[config.mk]
export PLATFORM = sky130hd
export DESIGN_NAME = stepper_ramp_interval_generator_flat
export DESIGN_NICKNAME = d
export VERILOG_FILES = /design/src/rtl/srig_pkg.sv /design/src/rtl/srig_in_if.sv /design/src/rtl/srig_out_if.sv /design/src/rtl/srig_datapath.sv /design/src/rtl/srig_ctrl.sv /design/src/rtl/stepper_ramp_interval_generator.sv /design/src/flat_wrapper.sv
export SDC_FILE = /design/constraint.sdc
export NUM_CORES = 1
export LEC_CHECK = 0
export BUFFER_PORTS_ARGS = -buffer_cell sky130_fd_sc_hd__buf_2
export CORE_ASPECT_RATIO = 0.5
export CORE_MARGIN = 4
export CORE_UTILIZATION = 40
export CTS_BUF_LIST = sky130_fd_sc_hd__clkbuf_16
export CTS_CLUSTER_DIAMETER = 40
export DETAILED_ROUTE_END_ITERATION = 10
export GPL_TIMING_DRIVEN = 0
export PLACE_DENSITY_LB_ADDON = 0.3
export SLEW_MARGIN = 20
export SYNTH_ARGS = -nofsm -noshare
export SYNTH_HDL_FRONTEND = slang
export SYNTH_HIERARCHICAL = 1
export SYNTH_SLANG_ARGS = --single-unit
[constraint.sdc]
create_clock -name i_clk -period 4.77 [get_ports i_clk]
set_input_delay 0.954 -clock i_clk [delete_from_list [all_inputs] [get_ports i_clk]]
set_output_delay 0.954 -clock i_clk [all_outputs]
set_load 0.02 [all_outputs]
[src/rtl/srig_pkg.sv]
`timescale 1ns / 1ps
// Shared widths and the controller-to-datapath command bundle.
package srig_pkg;

    localparam int C_W       = 32;
    localparam int IDX_W     = 16;
    localparam int IVL_W     = 16;
    localparam int DIV_CNT_W = $clog2(C_W);

    // item command codes
    localparam logic CMD_STEP = 1'b0;
    localparam logic CMD_LOAD = 1'b1;

    typedef struct packed {
        logic load;      // take a new ramp
        logic start;     // advance index, set up the division
        logic div_step;  // one quotient bit
        logic update;    // fold quotient into the interval
        logic push;      // move the result into the output register
    } t_dp_cmd;

endpackage

[src/rtl/srig_in_if.sv]
`timescale 1ns / 1ps
// Input channel: command item with valid/ready handshake.
interface srig_in_if;
    logic                    valid;
    logic                    ready;
    logic                    command;
    logic [15:0]             start_interval;
    logic [15:0]             step_count;

    modport source (output valid, output command, output start_interval,
                    output step_count, input ready);
    modport sink   (input valid, input command, input start_interval,
                    input step_count, output ready);
endinterface

[src/rtl/srig_out_if.sv]
`timescale 1ns / 1ps
// Output channel: interval item with valid/ready handshake.
interface srig_out_if;
    logic        valid;
    logic        ready;
    logic [15:0] interval;

    modport source (output valid, output interval, input ready);
    modport sink   (input valid, input interval, output ready);
endinterface

[src/rtl/srig_datapath.sv]
`timescale 1ns / 1ps
// Ramp state, bit-serial divider and output data register.
module srig_datapath
    import srig_pkg::*;
(
    input  logic             i_clk,
    input  logic             i_rst_n,
    input  t_dp_cmd          i_cmd,
    input  logic [IVL_W-1:0] i_start_interval,
    input  logic [IDX_W-1:0] i_step_count,
    output logic [IVL_W-1:0] o_interval
);

    logic [C_W-1:0]   r_c,     n_c;
    logic [IDX_W-1:0] r_n,     n_n;
    logic [IDX_W-1:0] r_total, n_total;
    logic [IDX_W-1:0] r_half,  n_half;
    logic [C_W-1:0]   r_rem,   n_rem;
    logic [C_W-1:0]   r_quo,   n_quo;
    logic [C_W-1:0]   r_dsr,   n_dsr;
    logic             r_dec,   n_dec;
    logic             r_live,  n_live;
    logic [IVL_W-1:0] r_res,   n_res;
    logic [IVL_W-1:0] r_out,   n_out;

    logic [IDX_W-1:0] w_n_nx;
    logic [C_W-1:0]   w_inc;
    logic [C_W-1:0]   w_dif;
    logic [C_W:0]     w_rem_sh;
    logic [C_W:0]     w_rem_sub;
    logic [C_W-1:0]   w_c_upd;

    assign w_n_nx    = r_n + IDX_W'(1);
    assign w_inc     = C_W'(w_n_nx) + C_W'(1);
    assign w_dif     = C_W'(r_total) - C_W'(w_n_nx) + C_W'(2);
    assign w_rem_sh  = {r_rem, r_quo[C_W-1]};
    assign w_rem_sub = w_rem_sh - {1'b0, r_dsr};
    assign w_c_upd   = r_dec ? (r_c - r_quo) : (r_c + r_quo);

    always_comb begin
        n_c     = r_c;
        n_n     = r_n;
        n_total = r_total;
        n_half  = r_half;
        n_rem   = r_rem;
        n_quo   = r_quo;
        n_dsr   = r_dsr;
        n_dec   = r_dec;
        n_live  = r_live;
        n_res   = r_res;
        n_out   = r_out;
        if (i_cmd.load) begin
            n_c     = C_W'(i_start_interval);
            n_total = i_step_count;
            n_half  = i_step_count >> 1;
            n_n     = '0;
            n_res   = '0;
        end
        if (i_cmd.start) begin
            n_n    = w_n_nx;
            n_dec  = (w_n_nx < r_half);
            n_live = (w_n_nx < r_total);
            n_quo  = {r_c[C_W-2:0], 1'b0};
            n_rem  = '0;
            // shrink divisor 4(n+1), grow divisor 4(i-n+2)+1, both mod 2^32
            n_dsr  = (w_n_nx < r_half) ? {w_inc[C_W-3:0], 2'b00}
                                       : {w_dif[C_W-3:0], 2'b01};
        end
        if (i_cmd.div_step) begin
            if (!w_rem_sub[C_W]) begin
                n_rem = w_rem_sub[C_W-1:0];
                n_quo = {r_quo[C_W-2:0], 1'b1};
            end else begin
                n_rem = w_rem_sh[C_W-1:0];
                n_quo = {r_quo[C_W-2:0], 1'b0};
            end
        end
        if (i_cmd.update) begin
            n_c   = w_c_upd;
            n_res = r_live ? w_c_upd[IVL_W-1:0] : '0;
        end
        if (i_cmd.push) begin
            n_out = r_res;
        end
    end

    always_ff @(posedge i_clk) begin
        if (!i_rst_n) begin
            r_c     <= '0;
            r_n     <= '0;
            r_total <= '0;
            r_half  <= '0;
        end else begin
            r_c     <= n_c;
            r_n     <= n_n;
            r_total <= n_total;
            r_half  <= n_half;
        end
    end

    always_ff @(posedge i_clk) begin
        r_rem  <= n_rem;
        r_quo  <= n_quo;
        r_dsr  <= n_dsr;
        r_dec  <= n_dec;
        r_live <= n_live;
        r_res  <= n_res;
        r_out  <= n_out;
    end

    assign o_interval = r_out;

endmodule

[src/rtl/srig_ctrl.sv]
`timescale 1ns / 1ps
// Sequencer: accepts items, steps the divider, and owns output valid.
module srig_ctrl
    import srig_pkg::*;
(
    input  logic    i_clk,
    input  logic    i_rst_n,
    input  logic    i_in_valid,
    input  logic    i_command,
    output logic    o_in_ready,
    input  logic    i_out_ready,
    output logic    o_out_valid,
    output t_dp_cmd o_cmd
);

    localparam logic [1:0] S_IDLE = 2'd0;
    localparam logic [1:0] S_DIV  = 2'd1;
    localparam logic [1:0] S_UPD  = 2'd2;
    localparam logic [1:0] S_PUSH = 2'd3;

    localparam logic [DIV_CNT_W-1:0] CNT_LAST = DIV_CNT_W'(C_W - 1);

    logic [1:0]           r_state, n_state;
    logic [DIV_CNT_W-1:0] r_cnt,   n_cnt;
    logic                 r_out_valid, n_out_valid;

    always_comb begin
        n_state = r_state;
        n_cnt   = r_cnt;
        o_cmd   = '0;
        unique case (r_state)
            S_IDLE: begin
                n_cnt = '0;
                if (i_in_valid) begin
                    if (i_command == CMD_LOAD) begin
                        o_cmd.load = 1'b1;
                        n_state    = S_PUSH;
                    end else begin
                        o_cmd.start = 1'b1;
                        n_state     = S_DIV;
                    end
                end
            end
            S_DIV: begin
                o_cmd.div_step = 1'b1;
                n_cnt          = r_cnt + DIV_CNT_W'(1);
                if (r_cnt == CNT_LAST) begin
                    n_state = S_UPD;
                end
            end
            S_UPD: begin
                o_cmd.update = 1'b1;
                n_state      = S_PUSH;
            end
            S_PUSH: begin
                // hold until the output register is free or draining
                if (!r_out_valid || i_out_ready) begin
                    o_cmd.push = 1'b1;
                    n_state    = S_IDLE;
                end
            end
            default: n_state = S_IDLE;
        endcase
    end

    always_comb begin
        n_out_valid = r_out_valid;
        if (o_cmd.push) begin
            n_out_valid = 1'b1;
        end else if (i_out_ready) begin
            n_out_valid = 1'b0;
        end
    end

    always_ff @(posedge i_clk) begin
        if (!i_rst_n) begin
            r_state     <= S_IDLE;
            r_cnt       <= '0;
            r_out_valid <= 1'b0;
        end else begin
            r_state     <= n_state;
            r_cnt       <= n_cnt;
            r_out_valid <= n_out_valid;
        end
    end

    assign o_in_ready  = (r_state == S_IDLE);
    assign o_out_valid = r_out_valid;

endmodule

[src/rtl/stepper_ramp_interval_generator.sv]
`timescale 1ns / 1ps
// A load item goes from idle straight to the push state; a step item goes
// through the bit-serial divider states, then the update and push states.
// No new item is taken until the last one is pushed; push waits while the
// output is stalled. A single 32-bit restoring divider is shared by both ramp segments.
// The output register lets the next item enter while a result waits.
// Synchronous active-low reset clears the ramp state and output valid.
module stepper_ramp_interval_generator
    import srig_pkg::*;
(
    input  logic          i_clk,
    input  logic          i_rst_n,
    srig_in_if.sink       i_in,
    srig_out_if.source    o_out
);

    t_dp_cmd w_cmd;
    logic    w_in_ready;
    logic    w_out_valid;

    srig_ctrl u_ctrl (
        .i_clk       (i_clk),
        .i_rst_n     (i_rst_n),
        .i_in_valid  (i_in.valid),
        .i_command   (i_in.command),
        .o_in_ready  (w_in_ready),
        .i_out_ready (o_out.ready),
        .o_out_valid (w_out_valid),
        .o_cmd       (w_cmd)
    );

    srig_datapath u_dp (
        .i_clk            (i_clk),
        .i_rst_n          (i_rst_n),
        .i_cmd            (w_cmd),
        .i_start_interval (i_in.start_interval),
        .i_step_count     (i_in.step_count),
        .o_interval       (o_out.interval)
    );

    assign i_in.ready  = w_in_ready;
    assign o_out.valid = w_out_valid;

endmodule

[src/flat_wrapper.sv]
// flat-port wrapper written by rule: the top's interface ports become plain ports
module stepper_ramp_interval_generator_flat import srig_pkg::*;
  (i_clk, i_rst_n, i_in_valid, i_in_command, i_in_start_interval, i_in_step_count, i_in_ready, o_out_valid, o_out_interval, o_out_ready);
  srig_in_if i_in_i ();
  srig_out_if o_out_i ();
  input  logic i_clk;
  input  logic i_rst_n;
  input wire logic [$bits(i_in_i.valid)-1:0] i_in_valid;
  input wire logic [$bits(i_in_i.command)-1:0] i_in_command;
  input wire logic [$bits(i_in_i.start_interval)-1:0] i_in_start_interval;
  input wire logic [$bits(i_in_i.step_count)-1:0] i_in_step_count;
  output wire logic [$bits(i_in_i.ready)-1:0] i_in_ready;
  output wire logic [$bits(o_out_i.valid)-1:0] o_out_valid;
  output wire logic [$bits(o_out_i.interval)-1:0] o_out_interval;
  input wire logic [$bits(o_out_i.ready)-1:0] o_out_ready;
  assign i_in_i.valid = i_in_valid;
  assign i_in_i.command = i_in_command;
  assign i_in_i.start_interval = i_in_start_interval;
  assign i_in_i.step_count = i_in_step_count;
  assign i_in_ready = i_in_i.ready;
  assign o_out_valid = o_out_i.valid;
  assign o_out_interval = o_out_i.interval;
  assign o_out_i.ready = o_out_ready;
  stepper_ramp_interval_generator u_core (.i_clk(i_clk), .i_rst_n(i_rst_n), .i_in(i_in_i), .o_out(o_out_i));
endmodule
==> results.sh, run 1 <==
export IMPL_crit_arrival_ns=4.85
export IMPL_yosys_mux_area_fraction_pct=4.51
export IMPL_tightest_slew_ns=1.02
export IMPL_fin_ws_ns=0.238
export IMPL_cts_buffers=17
export IMPL_cts_tree="yes"
export IMPL_yosysTopAreaCell="edfxtp_1"
export IMPL_finalPower_mw=10.4
export IMPL_fin_skew_ns=0.0177
export IMPL_grt_first_pass_wirelength_mm=52.4
export IMPL_irDropWorstVdd_uv=308
export IMPL_initial_utilization_pct=41.2
export IMPL_instances_no_fill=1981
export IMPL_final_common_cell="nor2_1"
export IMPL_outcome="completed"
export IMPL_synth_cell_types=86
export IMPL_dp_cells=1946
export IMPL_seqCellArea_um2=4940
export IMPL_fin_hold_ws_ns=0.422
export IMPL_setup_viol=0
export IMPL_numPortBuffers=54
export IMPL_insertion_delay_ns=0.45
export IMPL_relSlewSlack_pct=32.1
export IMPL_dieArea_um2=36300
export IMPL_die_height_um=137
export IMPL_dpl_instance_area_um2=14100
export IMPL_synth_nets=1587
export IMPL_tns_ns=0
export IMPL_drt_iter0_markers=831
export IMPL_fin_crit_sh_pct=95.0
export IMPL_async_flop_share_pct=0
export IMPL_avgViaCountPerCell=5.40
export IMPL_rows=46
export IMPL_postCtsHoldBufs=0
export IMPL_globalplace_congestion=0.871
export IMPL_grt_overflow=0
export IMPL_synth_seq_cells=188
export IMPL_max_freq_mhz=221
export IMPL_hold_depth=0
export IMPL_critical_path_depth=19
export IMPL_grt_pass1_vias=9988
export IMPL_synth_top_family_by_area="compound AO/OA/AOI/OAI gates"
export IMPL_crit_fanout=7
export IMPL_firstDrtPassIters=7
export IMPL_hold_viol_final=0
export IMPL_period_needed_ns=4.53
export IMPL_avgSynthCellArea_um2=9.09
export IMPL_critPathLaunchType="flop"
export IMPL_ios=55
export IMPL_cp_slowest_stage_delay_ns=0.44
export IMPL_postLayoutCoreUtil_pct=46.2
export IMPL_final_cell_mix="nor2_1, edfxtp_1, nand2_1"
export IMPL_fp_dieW_um=265
export IMPL_dp_hpwl_mm=24.4
export IMPL_htreeDepth=4
export IMPL_reg2reg_depth=19
export IMPL_final_net_count=1665
export IMPL_clockBufferDepth=2
export IMPL_synth_compound_area_share_pct=17.3
export IMPL_yosys_top_cells_area="edfxtp_1, dfxtp_1, ha_1"
export IMPL_drive_above_1_share_pct=12.8
export IMPL_yosys_warnings=6
export IMPL_hold_class="reg -> reg"
export IMPL_syn_inst=1458
export IMPL_rsz0062_at_grt="true"
export IMPL_power_density_nw_per_um2=699
export IMPL_fin_area_um2=14900
export IMPL_diodes=0
export IMPL_drv_slew=0
export IMPL_maxCapViolations=0
export IMPL_fillers=3094
export IMPL_synth_xor_area_share_pct=10.2
export IMPL_drc=0
export IMPL_worstSetupPathType="reg -> reg"
export IMPL_synth_edff_count=117
export IMPL_syn_area_um2=13200
export IMPL_clkTransAtPathRegs_ns=0.08
export IMPL_ys_seq_area_share_pct=37.3
export IMPL_crit_family="compound AO/OA/AOI/OAI gates"
export IMPL_cpMaxStageDelayCell="edfxtp_1"
export IMPL_synth_top_cell_area_share_pct=26.5
export IMPL_vias=10692
export IMPL_crit_buf_inv=1
export IMPL_synth_top_flop_cell="edfxtp_1"
export IMPL_synth_adder_area_share_pct=9.29
export IMPL_synth_simple_gate_area_share_pct=17.1
export IMPL_antenna_found_initial=0
export IMPL_grt_max_degree=51
export IMPL_multi_input_area_um2=7880
export IMPL_crit_top_cell="a21o_1"
export IMPL_core_area_um2=32200
export IMPL_ant_nets=0
export IMPL_drt_total_wl_mm=32.3
export IMPL_cp_cell_sequence="nor3_2 -> nand2_1 -> or3_1 -> nor3b_4 -> a21oi_1 -> xnor2_1 -> ha_1 -> clkbuf_1 -> a21o_1 -> a31o_2 -> a21o_1 -> a21oi_1 -> o21bai_1 -> a21o_1 -> a41oi_2 -> o31ai_1 -> a311oi_1 -> xor2_1 -> o21ai_0"
export IMPL_leakage_nw=5.82
export IMPL_wl_per_cell_um=16.3
export IMPL_end_kind="flop"
export IMPL_cts_root_buffer="clkbuf_16"
export IMPL_grt_total_usage_pct=17.9
export IMPL_syn2layout_area_growth_pct=12.2
export IMPL_cts_sinks=188
export IMPL_place_ws_ns=-0.416
export IMPL_critPathRequiredTime_ns=5.08
## layout make-up
cell class                      instances  area share, %
Multi-Input combinational cell       1122           53.0
Tap cell                              432           3.64
Buffer                                 59           1.66
Inverter                               88           2.23
Clock buffer                           17           2.86
Timing Repair Buffer                   60           2.34
Clock inverter                         15           1.03
Sequential cell                       188           33.2
## worst paths after layout
path / startpoint / to / slack (ns)
max: u_core/u_dp/r_quo[10]$_DFFE_PP_ / u_core/u_dp/r_c[29]$_SDFFE_PN0P_ / 0.24
min: u_core/u_dp/r_res[9]$_SDFFCE_PN0P_ / u_core/u_dp/o_interval[9]$_DFFE_PP_ / 0.42
max reg2reg: u_core/u_dp/r_quo[10]$_DFFE_PP_ / u_core/u_dp/r_c[29]$_SDFFE_PN0P_ / 0.24
min reg2reg: u_core/u_dp/r_res[9]$_SDFFCE_PN0P_ / u_core/u_dp/o_interval[9]$_DFFE_PP_ / 0.42
## state kept, by name (all words and copies together), names as in the netlist
| signal | cells |
|---|---|
| u_core/u_dp/r_dsr | 19 |
| u_core/u_dp/r_total | 16 |
| u_core/u_dp/r_res | 16 |
| u_core/u_ctrl/r_state | 2 |
| u_core/u_ctrl/r_cnt | 5 |
| u_core/u_dp/r_quo | 32 |
| u_core/u_dp/r_rem | 32 |
| u_core/u_dp/r_live | 1 |
| u_core/u_dp/r_c | 31 |
| u_core/u_ctrl/o_out_valid | 1 |
| u_core/u_dp/o_interval | 16 |
| u_core/u_dp/r_n | 16 |
| u_core/u_dp/r_dec | 1 |
## Yosys cell counts, drive strengths merged (12+ instances only)
cell and count:
inv 85, nor2 142, and3 12, a21oi 107, a31o 15, a21o 26, xor2 35, mux2 30
edfxtp 117, clkbuf 40, ha 90, nor3 32, dfxtp 71, a31oi 15, xnor2 111, mux2i 26
nand3 45, nand2b 14, buf 20, nor3b 17, nand2 116, a211oi 32, o21ai 77, nor2b 35
o21bai 13
## layer usage
layer  wire length (um)  track usage (%)  up-vias
met4                293             3.60        0
met1              16100             25.5     5062
li1                   -                -     5398
met3               1720             3.79       23
met5                  0                0        -
met2              14300             28.5      209
## cells by family (layout without fill, tap and decap cells)
kind of cell / after synthesis / count (layout)
flops: 188 / 188
mux: 56 / 56
compound gates: 353 / 353
fa+ha+maj: 98 / 98
xor+xnor: 148 / 148
buf+inv: 148 / 239
simple gates: 467 / 467
## report_power, final
part | internal [mW] | leakage, nW | switching (mW)
combinational | 2.47 | 3.83 | 3.56
clock | 0.739 | 0.279 | 0.682
sequential | 2.51 | 1.71 | 0.424
total | 5.72 | 5.82 | 4.67
## repair_timing
item,4_1_cts,5_1_grt
setup endpoints to repair,42,54
pin swaps,0,4
resized for setup,11,20
buffers inserted,0,4
hold endpoints to repair,0,0
No activity file was read; power rests on OpenSTA's default activity.
==> inputs of run 2 (changes only) <==
--- a/config.mk
+++ b/config.mk
@@ -5,9 +5,10 @@
 export SDC_FILE = /design/constraint.sdc
 export NUM_CORES = 1
 export LEC_CHECK = 0
+export ABC_AREA = 0
 export BUFFER_PORTS_ARGS = -buffer_cell sky130_fd_sc_hd__buf_2
 export CORE_ASPECT_RATIO = 0.5
-export CORE_MARGIN = 4
+export CORE_MARGIN = 2
 export CORE_UTILIZATION = 40
 export CTS_BUF_LIST = sky130_fd_sc_hd__clkbuf_16
 export CTS_CLUSTER_DIAMETER = 40
==> constraint.sdc (replaced) <==
create_clock -name i_clk -period 4.93 [get_ports i_clk]
set_input_delay 0.986 -clock i_clk [delete_from_list [all_inputs] [get_ports i_clk]]
set_output_delay 0.986 -clock i_clk [all_outputs]
set_load 0.02 [all_outputs]
==> run 2 against run 1 <==
Fmax is 2.4% lower. Combinational power is 3.6% lower. Wire length is 0.93% higher. Clock skew is 0.00066 ns lower. Count of clock-buffer cells in the layout stayed put. First-iteration DRC count is 8.7% lower. Cell count is 0.30% higher. Critical path depth is 3 lower.
==> results.sh, run 2 (synthesis gave the netlist of run 1 again) <==
export IMPL_outcome="completed"
export IMPL_grt_max_degree=40
export IMPL_grt_first_pass_wirelength_mm=53.0
export IMPL_avgViaCountPerCell=5.41
export IMPL_reg2reg_depth=16
export IMPL_clockBufferDepth=2
export IMPL_max_freq_mhz=215
export IMPL_rrSetupSlack_ns=0.29
export IMPL_grt_overflow=0
export IMPL_fillers=3194
export IMPL_rows=47
export IMPL_numPortBuffers=54
export IMPL_fin_skew_ns=0.0170
export IMPL_cts_buffers=17
export IMPL_dieArea_um2=34700
export IMPL_reg_largest_list="u_core/u_dp/r_quo (32), u_core/u_dp/r_rem (32), u_core/u_dp/r_c (31)"
export IMPL_crit_fanout=5
export IMPL_htreeDepth=4
export IMPL_drive_above_1_share_pct=12.4
export IMPL_leakage_nw=5.80
export IMPL_diodes=0
export IMPL_power_density_nw_per_um2=680
export IMPL_critPathLaunchType="flop"
export IMPL_final_cell_mix="nor2_1, edfxtp_1, nand2_1"
export IMPL_postCtsHoldBufs=0
export IMPL_syn2layout_area_growth_pct=12.2
export IMPL_wl_met1_mm=16.6
export IMPL_wl_met3_mm=1.27
export IMPL_initial_utilization_pct=40.4
export IMPL_cpMaxStageDelayCell="dfxtp_2"
export IMPL_hold_class="reg -> reg"
export IMPL_drt_total_wl_mm=32.6
export IMPL_cp_slowest_stage_delay_ns=0.43
export IMPL_dpl_instance_area_um2=14100
export IMPL_relSlewSlack_pct=32.4
export IMPL_hold_depth=0
export IMPL_clkTransAtPathRegs_ns=0.08
export IMPL_dp_hpwl_mm=24.5
export IMPL_cts_root_buffer="clkbuf_16"
export IMPL_hold_viol_final=0
export IMPL_fin_ws_ns=0.287
export IMPL_setup_viol=0
export IMPL_insertion_delay_ns=0.46
export IMPL_wl_per_cell_um=16.4
export IMPL_ios=55
export IMPL_fp_dieW_um=261
export IMPL_core_area_um2=32800
export IMPL_grt_total_usage_pct=19.2
export IMPL_end_kind="flop"
export IMPL_drc=0
export IMPL_globalplace_congestion=0.878
export IMPL_fin_area_um2=14900
export IMPL_crit_buf_inv=1
export IMPL_wl_met2_mm=14.4
export IMPL_tightest_slew_ns=1.01
export IMPL_crit_arrival_ns=4.90
export IMPL_crit_family="adder cells"
export IMPL_seqCellArea_um2=4940
export IMPL_cp_cell_sequence="ha_4 -> xor2_4 -> inv_1 -> ha_1 -> a21oi_1 -> nand2_1 -> maj3_1 -> o221a_1 -> nor3_2 -> o211ai_2 -> maj3_2 -> maj3_2 -> xor2_1 -> or3b_1 -> nor3_1 -> mux2i_1"
export IMPL_cts_tree="yes"
export IMPL_irDropWorstVdd_uv=342
export IMPL_postLayoutCoreUtil_pct=45.3
export IMPL_crit_start="u_core/u_dp/r_n[1]$_SDFFE_PN0P_"
export IMPL_firstDrtPassIters=5
export IMPL_ant_nets=0
export IMPL_r2r_start="u_core/u_dp/r_n[1]$_SDFFE_PN0P_"
export IMPL_grt_pass1_vias=10237
export IMPL_drv_slew=0
export IMPL_multi_input_area_um2=7860
export IMPL_antenna_found_initial=0
export IMPL_critical_path_depth=16
export IMPL_final_common_cell="nor2_1"
export IMPL_fin_crit_sh_pct=94.2
export IMPL_cts_sinks=188
export IMPL_period_needed_ns=4.64
export IMPL_endpoint="u_core/u_dp/r_dsr[18]$_DFFE_PP_"
export IMPL_fin_hold_ws_ns=0.417
export IMPL_crit_top_cell="maj3_2"
export IMPL_maxCapViolations=0
export IMPL_final_net_count=1662
export IMPL_top_layer="met4"
export IMPL_worstSetupPathType="reg -> reg"
export IMPL_place_ws_ns=-0.380
export IMPL_die_height_um=133
export IMPL_drt_iter0_markers=759
export IMPL_rsz0062_at_grt="false"
export IMPL_vias=10746
export IMPL_critPathRequiredTime_ns=5.19
export IMPL_r2r_end="u_core/u_dp/r_dsr[18]$_DFFE_PP_"
## run 2: worst min path at each step
stage                                                   start                              endpoint  slack (ns)
after floorplan            u_core/u_dp/r_res[0]$_SDFFCE_PN0P_   u_core/u_dp/o_interval[0]$_DFFE_PP_        0.40
after global placement     u_core/u_dp/r_res[0]$_SDFFCE_PN0P_   u_core/u_dp/o_interval[0]$_DFFE_PP_        0.40
after detailed placement  u_core/u_dp/r_res[13]$_SDFFCE_PN0P_  u_core/u_dp/o_interval[13]$_DFFE_PP_        0.40
after CTS                  u_core/u_dp/r_res[0]$_SDFFCE_PN0P_   u_core/u_dp/o_interval[0]$_DFFE_PP_        0.42
after global routing       u_core/u_dp/r_res[0]$_SDFFCE_PN0P_   u_core/u_dp/o_interval[0]$_DFFE_PP_        0.42
final                      u_core/u_dp/r_res[0]$_SDFFCE_PN0P_   u_core/u_dp/o_interval[0]$_DFFE_PP_        0.42
## run 2: routing by layer
metal	GRT usage (%)	vias up
met3	2.82	25
met5	0	-
met2	29.6	173
met1	27.8	5151
met4	5.40	0
li1	-	5397
## run 2: timing repair
action / CTS / global route
setup endpoints to repair: 9 / 46
gates resized for setup: 8 / 14
pin swaps: 0 / 1
setup buffers: 0 / 1
endpoints found under the hold margin: 0 / 0
## run 2: report_power, final
group	total, mW	internal (mW)	leakage [nW]	switching [mW]
clock	1.47	0.775	0.304	0.694
combinational	5.81	2.36	3.79	3.44
sequential	2.83	2.43	1.71	0.403
## run 2: area by class of cell
class	count	area share, %
buffer	59	1.62
tap	441	3.71
clock buffer	17	2.86
sequential	188	33.2
inverter	88	2.23
multi-input combinational	1122	52.9
clock inverter	15	1.34
timing repair buffer	57	2.14
## run 2: through the flow
step / TNS, ns / instances / power (mW)
detailed placement: -1.26 / 1955 / 8.53
global route: 0 / 1987 / 10.9
floorplan: 0 / 1458 / 7.18
CTS: 0 / 1987 / 10.1
finish: 0 / 1987 / 10.1
global placement: -19.52 / 1953 / 8.47
